[src/design/dvrt_pkg.sv]
`timescale 1ns / 1ps
// Shared types and constants for the distance-vector route table unit.
package dvrt_pkg;

   localparam int FUNC_W     = 2;
   localparam int NODE_W     = 4;
   localparam int DIST_W     = 8;
   localparam int NEXT_W     = 5;
   localparam int OUT_DIST_W = 9;
   localparam int CNT_W      = 5;

   localparam logic [DIST_W-1:0] DIST_UNKNOWN = 8'hFF;
   localparam logic [DIST_W-1:0] DIST_MAX     = 8'hFE;
   localparam logic [DIST_W-1:0] DIST_SELF    = 8'h00;
   localparam logic [DIST_W-1:0] DIST_LINK    = 8'h01;
   localparam logic [CNT_W-1:0]  COUNT_RESET  = 5'd16;

   typedef enum logic [FUNC_W-1:0] {
      FUNC_CLEAR = 2'd0,
      FUNC_LINK  = 2'd1,
      FUNC_EXCH  = 2'd2,
      FUNC_READ  = 2'd3
   } func_type;

   typedef enum logic [2:0] {
      OP_NOP     = 3'd0,
      OP_LOAD    = 3'd1,
      OP_CLEAR   = 3'd2,
      OP_LINK_AB = 3'd3,
      OP_LINK_BA = 3'd4,
      OP_XSRC    = 3'd5,
      OP_XDST    = 3'd6,
      OP_READ    = 3'd7
   } dp_op_type;

   typedef struct packed {
      dp_op_type op;
      logic      rsp_load;
   } ctl_cmd_type;

   typedef struct packed {
      func_type func;
      logic     reject;
      logic     clr_last;
      logic     exch_last;
      logic     rsp_free;
   } dp_stat_type;

   typedef struct packed {
      logic [DIST_W-1:0] hop_dist;
      logic [NEXT_W-1:0] nhop;
   } entry_type;

endpackage

[src/design/dvrt_ctrl.sv]
`timescale 1ns / 1ps
// Command sequencer for the route table unit.
module dvrt_ctrl (
   input  logic                  clock,
   input  logic                  reset,
   input  logic                  req_tvalid,
   output logic                  req_tready,
   input  dvrt_pkg::dp_stat_type stat,
   output dvrt_pkg::ctl_cmd_type cmd
);

   typedef enum logic [8:0] {
      S_IDLE     = 9'b000000001,
      S_DISPATCH = 9'b000000010,
      S_CLEAR    = 9'b000000100,
      S_LINK_AB  = 9'b000001000,
      S_LINK_BA  = 9'b000010000,
      S_XSRC     = 9'b000100000,
      S_XDST     = 9'b001000000,
      S_READ     = 9'b010000000,
      S_DONE     = 9'b100000000
   } state_type;

   state_type state_ff, state_in;

   always_comb begin
      state_in     = state_ff;
      req_tready   = 1'b0;
      cmd.op       = dvrt_pkg::OP_NOP;
      cmd.rsp_load = 1'b0;
      unique case (state_ff)
         S_IDLE: begin
            req_tready = 1'b1;
            if (req_tvalid) begin
               cmd.op   = dvrt_pkg::OP_LOAD;
               state_in = S_DISPATCH;
            end
         end
         S_DISPATCH: begin
            if (stat.reject) begin
               state_in = S_DONE;
            end else begin
               unique case (stat.func)
                  dvrt_pkg::FUNC_CLEAR: state_in = S_CLEAR;
                  dvrt_pkg::FUNC_LINK:  state_in = S_LINK_AB;
                  dvrt_pkg::FUNC_EXCH:  state_in = S_XSRC;
                  dvrt_pkg::FUNC_READ:  state_in = S_READ;
               endcase
            end
         end
         S_CLEAR: begin
            cmd.op = dvrt_pkg::OP_CLEAR;
            if (stat.clr_last) state_in = S_DONE;
         end
         S_LINK_AB: begin
            cmd.op   = dvrt_pkg::OP_LINK_AB;
            state_in = S_LINK_BA;
         end
         S_LINK_BA: begin
            cmd.op   = dvrt_pkg::OP_LINK_BA;
            state_in = S_DONE;
         end
         S_XSRC: begin
            cmd.op   = dvrt_pkg::OP_XSRC;
            state_in = S_XDST;
         end
         S_XDST: begin
            cmd.op   = dvrt_pkg::OP_XDST;
            state_in = stat.exch_last ? S_DONE : S_XSRC;
         end
         S_READ: begin
            cmd.op   = dvrt_pkg::OP_READ;
            state_in = S_DONE;
         end
         S_DONE: begin
            if (stat.rsp_free) begin
               cmd.rsp_load = 1'b1;
               state_in     = S_IDLE;
            end
         end
         default: state_in = S_IDLE;
      endcase
   end

   always_ff @(posedge clock) begin
      if (reset) begin
         state_ff <= S_IDLE;
      end else begin
         state_ff <= state_in;
      end
   end

`ifndef SYNTH
   // an exchange keeps alternating source and destination reads until the last one
   a_exch_walk: assert property (@(posedge clock) disable iff (reset)
      (state_ff == S_XDST && !stat.exch_last) |=> (state_ff == S_XSRC))
      else $error("exchange walk left early");
`endif

endmodule

[src/design/dvrt_datapath.sv]
`timescale 1ns / 1ps
// Table memory, item registers, counters and result register of the route table unit.
module dvrt_datapath #(
   parameter int MAX_NODES = 16
) (
   input  logic                                clock,
   input  logic                                reset,
   input  dvrt_pkg::ctl_cmd_type               cmd,
   output dvrt_pkg::dp_stat_type               stat,
   input  logic [dvrt_pkg::FUNC_W-1:0]         req_func,
   input  logic [dvrt_pkg::NODE_W-1:0]         req_node_a,
   input  logic [dvrt_pkg::NODE_W-1:0]         req_node_b,
   input  logic                                csr_valid,
   output logic                                csr_ready,
   input  logic [dvrt_pkg::CNT_W-1:0]          csr_wdata,
   output logic                                rsp_tvalid,
   input  logic                                rsp_tready,
   output logic                                rsp_status,
   output logic [dvrt_pkg::OUT_DIST_W-1:0]     rsp_distance,
   output logic [dvrt_pkg::NEXT_W-1:0]         rsp_next_hop
);

   localparam int NW    = $clog2(MAX_NODES);
   localparam int DEPTH = MAX_NODES * MAX_NODES;
   localparam int AW    = $clog2(DEPTH);
   localparam int CW    = ($clog2(MAX_NODES + 1) > dvrt_pkg::CNT_W) ?
                          $clog2(MAX_NODES + 1) : dvrt_pkg::CNT_W;
   localparam logic [NW-1:0] LAST_NODE = NW'(MAX_NODES - 1);

   function automatic logic [AW-1:0] addr_of(logic [AW-1:0] owner, logic [AW-1:0] dest);
      return owner * AW'(MAX_NODES) + dest;
   endfunction

   // configuration
   logic [dvrt_pkg::CNT_W-1:0] count_ff, count_in;
   logic [CW-1:0]              eff_count;

   // item registers and walk counters
   dvrt_pkg::func_type          func_ff, func_in;
   logic [dvrt_pkg::NODE_W-1:0] a_ff, a_in, b_ff, b_in;
   logic                        reject_ff, reject_in;
   logic [NW-1:0]               o_ff, o_in, d_ff, d_in;

   // exchange commit
   logic                        pend_ff, pend_in;
   logic [dvrt_pkg::DIST_W-1:0] src_dist_ff, src_dist_in;
   logic [AW-1:0]               waddr_ff, waddr_in;
   logic [dvrt_pkg::DIST_W-1:0] new_dist;

   // table memory
   dvrt_pkg::entry_type mem [DEPTH];
   dvrt_pkg::entry_type rdata_ff;
   dvrt_pkg::entry_type wr_data;
   logic                wr_en, rd_en;
   logic [AW-1:0]       wr_addr, rd_addr;

   // result register
   logic                            rsp_valid_ff, rsp_valid_in;
   logic                            rsp_status_ff, rsp_status_in;
   logic [dvrt_pkg::OUT_DIST_W-1:0] rsp_dist_ff, rsp_dist_in;
   logic [dvrt_pkg::NEXT_W-1:0]     rsp_next_ff, rsp_next_in;

   assign eff_count = (CW'(count_ff) > CW'(MAX_NODES)) ? CW'(MAX_NODES) : CW'(count_ff);
   assign csr_ready = 1'b1;
   assign count_in  = csr_valid ? csr_wdata : count_ff;

   assign stat.func      = func_ff;
   assign stat.reject    = reject_ff;
   assign stat.clr_last  = (o_ff == LAST_NODE) && (d_ff == LAST_NODE);
   assign stat.exch_last = (CW'(d_ff) + CW'(1)) == eff_count;
   assign stat.rsp_free  = !rsp_valid_ff || rsp_tready;

   assign new_dist = (src_dist_ff >= dvrt_pkg::DIST_MAX) ? dvrt_pkg::DIST_MAX :
                     src_dist_ff + dvrt_pkg::DIST_W'(1);

   always_comb begin
      func_in     = func_ff;
      a_in        = a_ff;
      b_in        = b_ff;
      reject_in   = reject_ff;
      o_in        = o_ff;
      d_in        = d_ff;
      src_dist_in = src_dist_ff;
      waddr_in    = waddr_ff;
      pend_in     = (cmd.op == dvrt_pkg::OP_XDST);
      unique case (cmd.op)
         dvrt_pkg::OP_LOAD: begin
            func_in   = dvrt_pkg::func_type'(req_func);
            a_in      = req_node_a;
            b_in      = req_node_b;
            reject_in = (dvrt_pkg::func_type'(req_func) != dvrt_pkg::FUNC_CLEAR) &&
                        ((CW'(req_node_a) >= eff_count) || (CW'(req_node_b) >= eff_count));
            o_in      = '0;
            d_in      = '0;
         end
         dvrt_pkg::OP_CLEAR: begin
            if (d_ff == LAST_NODE) begin
               d_in = '0;
               o_in = o_ff + NW'(1);
            end else begin
               d_in = d_ff + NW'(1);
            end
         end
         dvrt_pkg::OP_XDST: begin
            d_in        = d_ff + NW'(1);
            src_dist_in = rdata_ff.hop_dist;
            waddr_in    = addr_of(AW'(b_ff), AW'(d_ff));
         end
         default: ;
      endcase
   end

   // memory port selection; a commit lands in the cycle after each destination read
   always_comb begin
      wr_en   = 1'b0;
      wr_addr = waddr_ff;
      wr_data = '{hop_dist: new_dist, nhop: dvrt_pkg::NEXT_W'(a_ff)};
      rd_en   = 1'b0;
      rd_addr = addr_of(AW'(a_ff), AW'(b_ff));
      if (pend_ff && rdata_ff.hop_dist == dvrt_pkg::DIST_UNKNOWN &&
          src_dist_ff != dvrt_pkg::DIST_UNKNOWN) begin
         wr_en = 1'b1;
      end
      unique case (cmd.op)
         dvrt_pkg::OP_CLEAR: begin
            wr_en   = 1'b1;
            wr_addr = addr_of(AW'(o_ff), AW'(d_ff));
            if (o_ff == d_ff) begin
               wr_data = '{hop_dist: dvrt_pkg::DIST_SELF, nhop: dvrt_pkg::NEXT_W'(o_ff)};
            end else begin
               wr_data = '{hop_dist: dvrt_pkg::DIST_UNKNOWN, nhop: '0};
            end
         end
         dvrt_pkg::OP_LINK_AB: begin
            wr_en   = 1'b1;
            wr_addr = addr_of(AW'(a_ff), AW'(b_ff));
            wr_data = '{hop_dist: dvrt_pkg::DIST_LINK, nhop: dvrt_pkg::NEXT_W'(b_ff)};
         end
         dvrt_pkg::OP_LINK_BA: begin
            wr_en   = 1'b1;
            wr_addr = addr_of(AW'(b_ff), AW'(a_ff));
            wr_data = '{hop_dist: dvrt_pkg::DIST_LINK, nhop: dvrt_pkg::NEXT_W'(a_ff)};
         end
         dvrt_pkg::OP_XSRC: begin
            rd_en   = 1'b1;
            rd_addr = addr_of(AW'(a_ff), AW'(d_ff));
         end
         dvrt_pkg::OP_XDST: begin
            rd_en   = 1'b1;
            rd_addr = addr_of(AW'(b_ff), AW'(d_ff));
         end
         dvrt_pkg::OP_READ: begin
            rd_en = 1'b1;
         end
         default: ;
      endcase
   end

   always_ff @(posedge clock) begin
      if (wr_en) mem[wr_addr] <= wr_data;
      if (rd_en) rdata_ff <= mem[rd_addr];
   end

   // read data stays put until the next read, so DONE can still see it
   always_comb begin
      rsp_valid_in  = rsp_valid_ff && !rsp_tready;
      rsp_status_in = rsp_status_ff;
      rsp_dist_in   = rsp_dist_ff;
      rsp_next_in   = rsp_next_ff;
      if (cmd.rsp_load) begin
         rsp_valid_in  = 1'b1;
         rsp_status_in = reject_ff;
         if (func_ff == dvrt_pkg::FUNC_READ && !reject_ff &&
             rdata_ff.hop_dist != dvrt_pkg::DIST_UNKNOWN) begin
            rsp_dist_in = {1'b0, rdata_ff.hop_dist};
            rsp_next_in = rdata_ff.nhop;
         end else begin
            rsp_dist_in = '1;
            rsp_next_in = '1;
         end
      end
   end

   always_ff @(posedge clock) begin
      if (reset) begin
         count_ff     <= dvrt_pkg::COUNT_RESET;
         pend_ff      <= 1'b0;
         rsp_valid_ff <= 1'b0;
      end else begin
         count_ff     <= count_in;
         pend_ff      <= pend_in;
         rsp_valid_ff <= rsp_valid_in;
      end
   end

   always_ff @(posedge clock) begin
      func_ff       <= func_in;
      a_ff          <= a_in;
      b_ff          <= b_in;
      reject_ff     <= reject_in;
      o_ff          <= o_in;
      d_ff          <= d_in;
      src_dist_ff   <= src_dist_in;
      waddr_ff      <= waddr_in;
      rsp_status_ff <= rsp_status_in;
      rsp_dist_ff   <= rsp_dist_in;
      rsp_next_ff   <= rsp_next_in;
   end

   assign rsp_tvalid   = rsp_valid_ff;
   assign rsp_status   = rsp_status_ff;
   assign rsp_distance = rsp_dist_ff;
   assign rsp_next_hop = rsp_next_ff;

`ifndef SYNTH
   a_no_overwrite: assert property (@(posedge clock) disable iff (reset)
      cmd.rsp_load |-> (!rsp_valid_ff || rsp_tready))
      else $error("result loaded over an item not yet taken");
   a_reject_fields: assert property (@(posedge clock) disable iff (reset)
      (rsp_valid_ff && rsp_status_ff) |-> (rsp_dist_ff == '1 && rsp_next_ff == '1))
      else $error("rejected item carries table data");
   a_commit_alone: assert property (@(posedge clock) disable iff (reset)
      pend_ff |-> (cmd.op != dvrt_pkg::OP_CLEAR && cmd.op != dvrt_pkg::OP_LINK_AB &&
                   cmd.op != dvrt_pkg::OP_LINK_BA))
      else $error("exchange commit collides with another write");
   a_addr_range: assert property (@(posedge clock) disable iff (reset)
      (wr_en || rd_en) |-> (int'(wr_addr) < DEPTH && int'(rd_addr) < DEPTH))
      else $error("table address out of range");
`endif

endmodule

[src/design/distance_vector_route_table_unit.sv]
`timescale 1ns / 1ps
// Top level of the distance-vector route table unit.
//
//   channel  direction  handshake               payload
//   req      in         req_tvalid/req_tready   tuser: func; tdata: node_a, node_b
//   rsp      out        rsp_tvalid/rsp_tready   tuser: status; tdata: distance, next_hop
//   csr      in         csr_valid/csr_ready     node_count
//
// An item runs dispatch, its function's steps, then done (a reject skips steps):
// read does one table read, add link two writes, clear all MAX_NODES^2 entries,
// exchange a source and a destination read per node, writing back the next cycle.
// Reset clears the sequencer, node_count (to 16) and the output stage; the tables
// hold nothing useful until the first clear.
// A finished result waits in the output register while the next item is accepted;
// the result after it is held until that one is taken.
module distance_vector_route_table_unit #(
   parameter int MAX_NODES = 16
) (
   input  logic        clock,
   input  logic        reset,
   input  logic        req_tvalid,
   output logic        req_tready,
   input  logic [1:0]  req_tuser,   // [1:0] func
   input  logic [7:0]  req_tdata,   // [3:0] node_a, [7:4] node_b
   output logic        rsp_tvalid,
   input  logic        rsp_tready,
   output logic [0:0]  rsp_tuser,   // [0] status
   output logic [15:0] rsp_tdata,   // [8:0] distance, [13:9] next_hop, [15:14] zero
   input  logic        csr_valid,
   output logic        csr_ready,
   input  logic [4:0]  csr_wdata    // [4:0] node_count
);

   dvrt_pkg::ctl_cmd_type           cmd;
   dvrt_pkg::dp_stat_type           stat;
   logic                            rsp_status;
   logic [dvrt_pkg::OUT_DIST_W-1:0] rsp_distance;
   logic [dvrt_pkg::NEXT_W-1:0]     rsp_next_hop;

   dvrt_ctrl u_ctrl (
      .clock      (clock),
      .reset      (reset),
      .req_tvalid (req_tvalid),
      .req_tready (req_tready),
      .stat       (stat),
      .cmd        (cmd)
   );

   dvrt_datapath #(
      .MAX_NODES (MAX_NODES)
   ) u_datapath (
      .clock        (clock),
      .reset        (reset),
      .cmd          (cmd),
      .stat         (stat),
      .req_func     (req_tuser),
      .req_node_a   (req_tdata[3:0]),
      .req_node_b   (req_tdata[7:4]),
      .csr_valid    (csr_valid),
      .csr_ready    (csr_ready),
      .csr_wdata    (csr_wdata),
      .rsp_tvalid   (rsp_tvalid),
      .rsp_tready   (rsp_tready),
      .rsp_status   (rsp_status),
      .rsp_distance (rsp_distance),
      .rsp_next_hop (rsp_next_hop)
   );

   assign rsp_tuser = rsp_status;
   assign rsp_tdata = {2'b00, rsp_next_hop, rsp_distance};

endmodule
[config.mk]
export PLATFORM = sky130hd
export DESIGN_NAME = distance_vector_route_table_unit
export DESIGN_NICKNAME = d
export VERILOG_FILES = /design/src/design/dvrt_pkg.sv /design/src/design/dvrt_ctrl.sv /design/src/design/dvrt_datapath.sv /design/src/design/distance_vector_route_table_unit.sv
export SDC_FILE = /design/constraint.sdc
export NUM_CORES = 2
export LEC_CHECK = 0
export BUFFER_PORTS_ARGS = -buffer_cell sky130_fd_sc_hd__buf_2
export CAP_MARGIN = 15
export CORE_ASPECT_RATIO = 1.2
export CORE_MARGIN = 5
export CORE_UTILIZATION = 35
export CTS_CLUSTER_DIAMETER = 40
export DETAILED_ROUTE_END_ITERATION = 12
export GPL_ROUTABILITY_DRIVEN = 0
export PLACE_DENSITY = 0.49
export RECOVER_POWER = 100
export SYNTH_ARGS = -nofsm -noshare
export SYNTH_HDL_FRONTEND = slang
export SYNTH_SLANG_ARGS = --single-unit
[constraint.sdc]
create_clock -name clock -period 45 [get_ports clock]
set_input_delay 2.25 -clock clock [delete_from_list [all_inputs] [get_ports clock]]
set_output_delay 2.25 -clock clock [all_outputs]
set_load 0.02 [all_outputs]
==> metrics.txt <==
largest net degree at the start of global routing roughly 210; first-pass GRT wire length 622000 um; portion of netlist area occupied by mux cells 0.05127; postcts setup bufs 0; full die area 373400 um^2; Worst Hold Depth 2; Initial Util 0.3517; FFs w/ async S/R, synth 0; drt pass-1 iters 7; Area Overhead vs Synth 15.40%; Skew-Pair Late Insertion Delay slightly above 0.9 ns; crit path DAT 25.86 ns; Synthesis Warnings 0; WHS Endpoint u_datapath.count_ff[0]; minimum clock period 25.22 ns; HP Class reg2reg; Std-Cell Rows between 200 and 250; Switching Fraction 0.2340; CP Cell Sequence nor4_1 -> a31oi_4 -> clkbuf_1 -> nor2_1 -> clkbuf_1 -> clkbuf_1 -> clkbuf_1 -> clkbuf_1 -> clkbuf_1 -> mux2i_1 -> o22ai_1 -> o21ai_0 -> o221ai_1 -> a31oi_1 -> a211o_1 -> o211ai_1; Worst path most repeated cell clkbuf_1; Synth top area share 0.7444; unrepaired setup endpoints after global routing false; RR Endpoint u_datapath.rdata_ff[11]; Synth area leader edfxtp_1; Seq/Total Area, Yosys 0.7470; clock network fraction of total power 0.472; Crit path largest cell delay 6.19 ns; max-slew violation total from the final report roughly 4200; failing checks capacitance limit, slew limit; Synth Area in Compound Gates 0.07206; ANT nets after route 0; RR Startpoint u_ctrl.state_ff[4]; worst setup path startpoint u_ctrl.state_ff[4]; Synth area leaders edfxtp_1 74%, nand2_1 5.4%, mux2i_1 2.8%; TritonCTS clock tree done; cell area after synthesis 126400 um^2; share of total power in combinational logic 0.063; combinational family with the most area after synthesis simple AND/OR/NAND/NOR gates; Slew @ Worst Pin between 10 and 15 ns; estimated wirelength of the detail-placed design 266800 um; Port Buf Inserts 36; First DRT Iteration DRCs approximately 10000; core footprint approximately 360000 um^2; Sw Pwr approximately 1.6 mW; Total Power just under 7 mW; critical path class reg2reg; final setup fails 0; H-tree depth 5; Mean Syn Cell Area roughly 15 um^2; startpoint types register; Post-Synth XOR/XNOR Area 0.001376; CTS Hold Bufs 0; CTS sink cnt 3150; dpl ws ~37 ns; initial antenna violation count 42; FF-to-FF setup slack 19.78 ns; Rel. slew slack -5.851; worst hold start u_datapath.count_ff[0]; maximum fanout along the worst path approximately 140; Synth Register Bits around 3200; WP data required about 46 ns; reg2reg path depth 16; Worst-path clk slew 0.06 ns; most frequent cell after synthesis edfxtp_1; Root Driver clkbuf_16; final worst slack between 15 and 20 ns; CTS Buffer Depth 4; total grt overflow 0; final wirelength about 450000 um; post-synth cell types 87; Max-Cap Viols a little under 100; Final nets between 9000 and 10000; Post-synth EDFFs 3134; Fin. Hold Viols 0; dominant synthesized flop cell edfxtp_1; Total GRT Usage 0.2345; crit end category register; Max Clock Freq 0.03966 GHz; internal power around 5.3 mW; Die Ht around 670 um; Num CTS Buffers 398; Remaining DRCs 0; vias per cell approximately 5.7; fraction of layout cells with a size suffix above 1 0.1152; LEAKAGE 47.79 nW; Peak VDD IR 0.03134 mV; design area 145900 um^2; slowest stage cell, crit path clkbuf_1; Synth Area in Simple Gates 0.1049; PD cells roughly 47 nW/um^2; setup TNS 0 ns; fillcell total ~33000; register area about 94000 um^2; Ports 40; synthesized instance count about 8700; vias in the first global route between 70000 and 80000; area of the multi-input gates ~29000 um^2; Fin Clk Skew approximately 0.056 ns; fraction of the mapped netlist area in adder cells 0.001188; via count 80510; Post-CTS Resized 0; status finished with violations; die width between 500 and 600 um; top cells by count, synth 3134 x edfxtp_1, 1827 x nand2_1, 381 x a21oi_1, 380 x nand3_1, 368 x nor2_1; DP Area around 130000 um^2; routed length per instance about 32 um; sequential group share of total power 0.465; final period utilization 0.5604
routing by layer:
| metal | track usage | share of wire |
|---|---|---|
| met1 | 0.3145 | 0.40 |
| met2 | 0.3776 | 0.47 |
| met3 | 0.03964 | 0.079 |
| met4 | 0.09982 | 0.048 |
| met5 | 0 | 0.00025 |
cells by family (layout without fill, tap and decap cells):
family / after synthesis / after routing
AO/OA/AOI/OAI: 1356 / 1356
XOR/XNOR: 19 / 19
adder cells (fa/ha/maj): 12 / 12
buffers and inverters: 594 / 1187
multiplexers: 492 / 492
other: 2 / 31
AND/OR/NAND/NOR: 3081 / 3081
flip-flops: 3150 / 3150
cells in the final DEF, fill, tap and decap left out, types with 77 or more instances in the layout:
cell type  Yosys  layout
a211oi_1     129     129
a21oi_1      381     380
a311oi_1      86      86
a31oi_1      125     124
and3_1       233     233
buf_4         32     169
clkbuf_1     269     297
clkbuf_16      0     407
edfxtp_1    3134    3134
mux2i_1      355     345
mux4_2       123     123
nand2_1     1827    1825
nand3_1      380     373
nor2_1       368     358
nor3_1       126     126
o21ai_0      169     168
o221ai_1      77      77
o22ai_1       95      95
layout make-up:
type,count,share of cell area
Sequential cell,3150,0.6472
Multi-Input combinational cell,4963,0.2019
Clock buffer,442,0.07071
Tap cell,4738,0.04063
Clock inverter,286,0.02191
Timing Repair Buffer,449,0.01685
Antenna cell,28,0.0004803
Inverter,10,0.0002573
critical path, delay by kind of cell, from the launching register on:
kind	cells	cell delay (ns)
multiplexers	1	0.34
buffers and inverters	6	19.42
AND/OR/NAND/NOR	2	2.66
flip-flops	1	0.38
AO/OA/AOI/OAI	7	1.66
worst max path at each step:
stage | to | depth (start not counted)
2_1_floorplan | u_datapath.mem[0][5] | 7
3_3_place_gp | u_datapath.rdata_ff[7] | 16
3_5_place_dp | u_datapath.rdata_ff[7] | 16
4_1_cts | u_datapath.rdata_ff[7] | 16
5_1_grt | u_datapath.rdata_ff[11] | 16
6_report | u_datapath.rdata_ff[11] | 16
flip-flops by register name, indices dropped and copies added, names as in the netlist:
name,cells
u_datapath.reject_ff,1
u_datapath.src_dist_ff,8
u_datapath.mem,3072
u_datapath.a_ff,4
u_datapath.func_ff,2
u_datapath.rsp_distance,9
u_datapath.rsp_tvalid,1
u_ctrl.state_ff,9
u_datapath.b_ff,4
u_datapath.rsp_status,1
u_datapath.waddr_ff,8
u_datapath.pend_ff,1
u_datapath.count_ff,5
u_datapath.rdata_ff,12
u_datapath.d_ff,4
u_datapath.rsp_next_hop,5
u_datapath.o_ff,4
power by group through the flow:
stage | Combinational (mW) | Clock (mW) | Sequential [mW]
5_1_grt | 0.450 | 3.42 | 3.21
2_1_floorplan | 0.230 | 0 | 3.27
3_5_place_dp | 0.424 | 0 | 3.27
6_report | 0.434 | 3.25 | 3.21
3_3_place_gp | 0.422 | 0 | 3.27
4_1_cts | 0.426 | 3.30 | 3.21
through the flow:
stage / hold slack [ns] / utilization / instances
floorplan: 0.4244 / - / 8707
global placement: 0.4814 / 0.3714 / 13300
detailed placement: 0.4832 / 0.3717 / 13310
CTS: 0.4982 / 0.4093 / 14030
global route: 0.5164 / 0.4057 / 14040
finish: 0.4923 / 0.4059 / 14070
(Power assumes the default switching activity.)
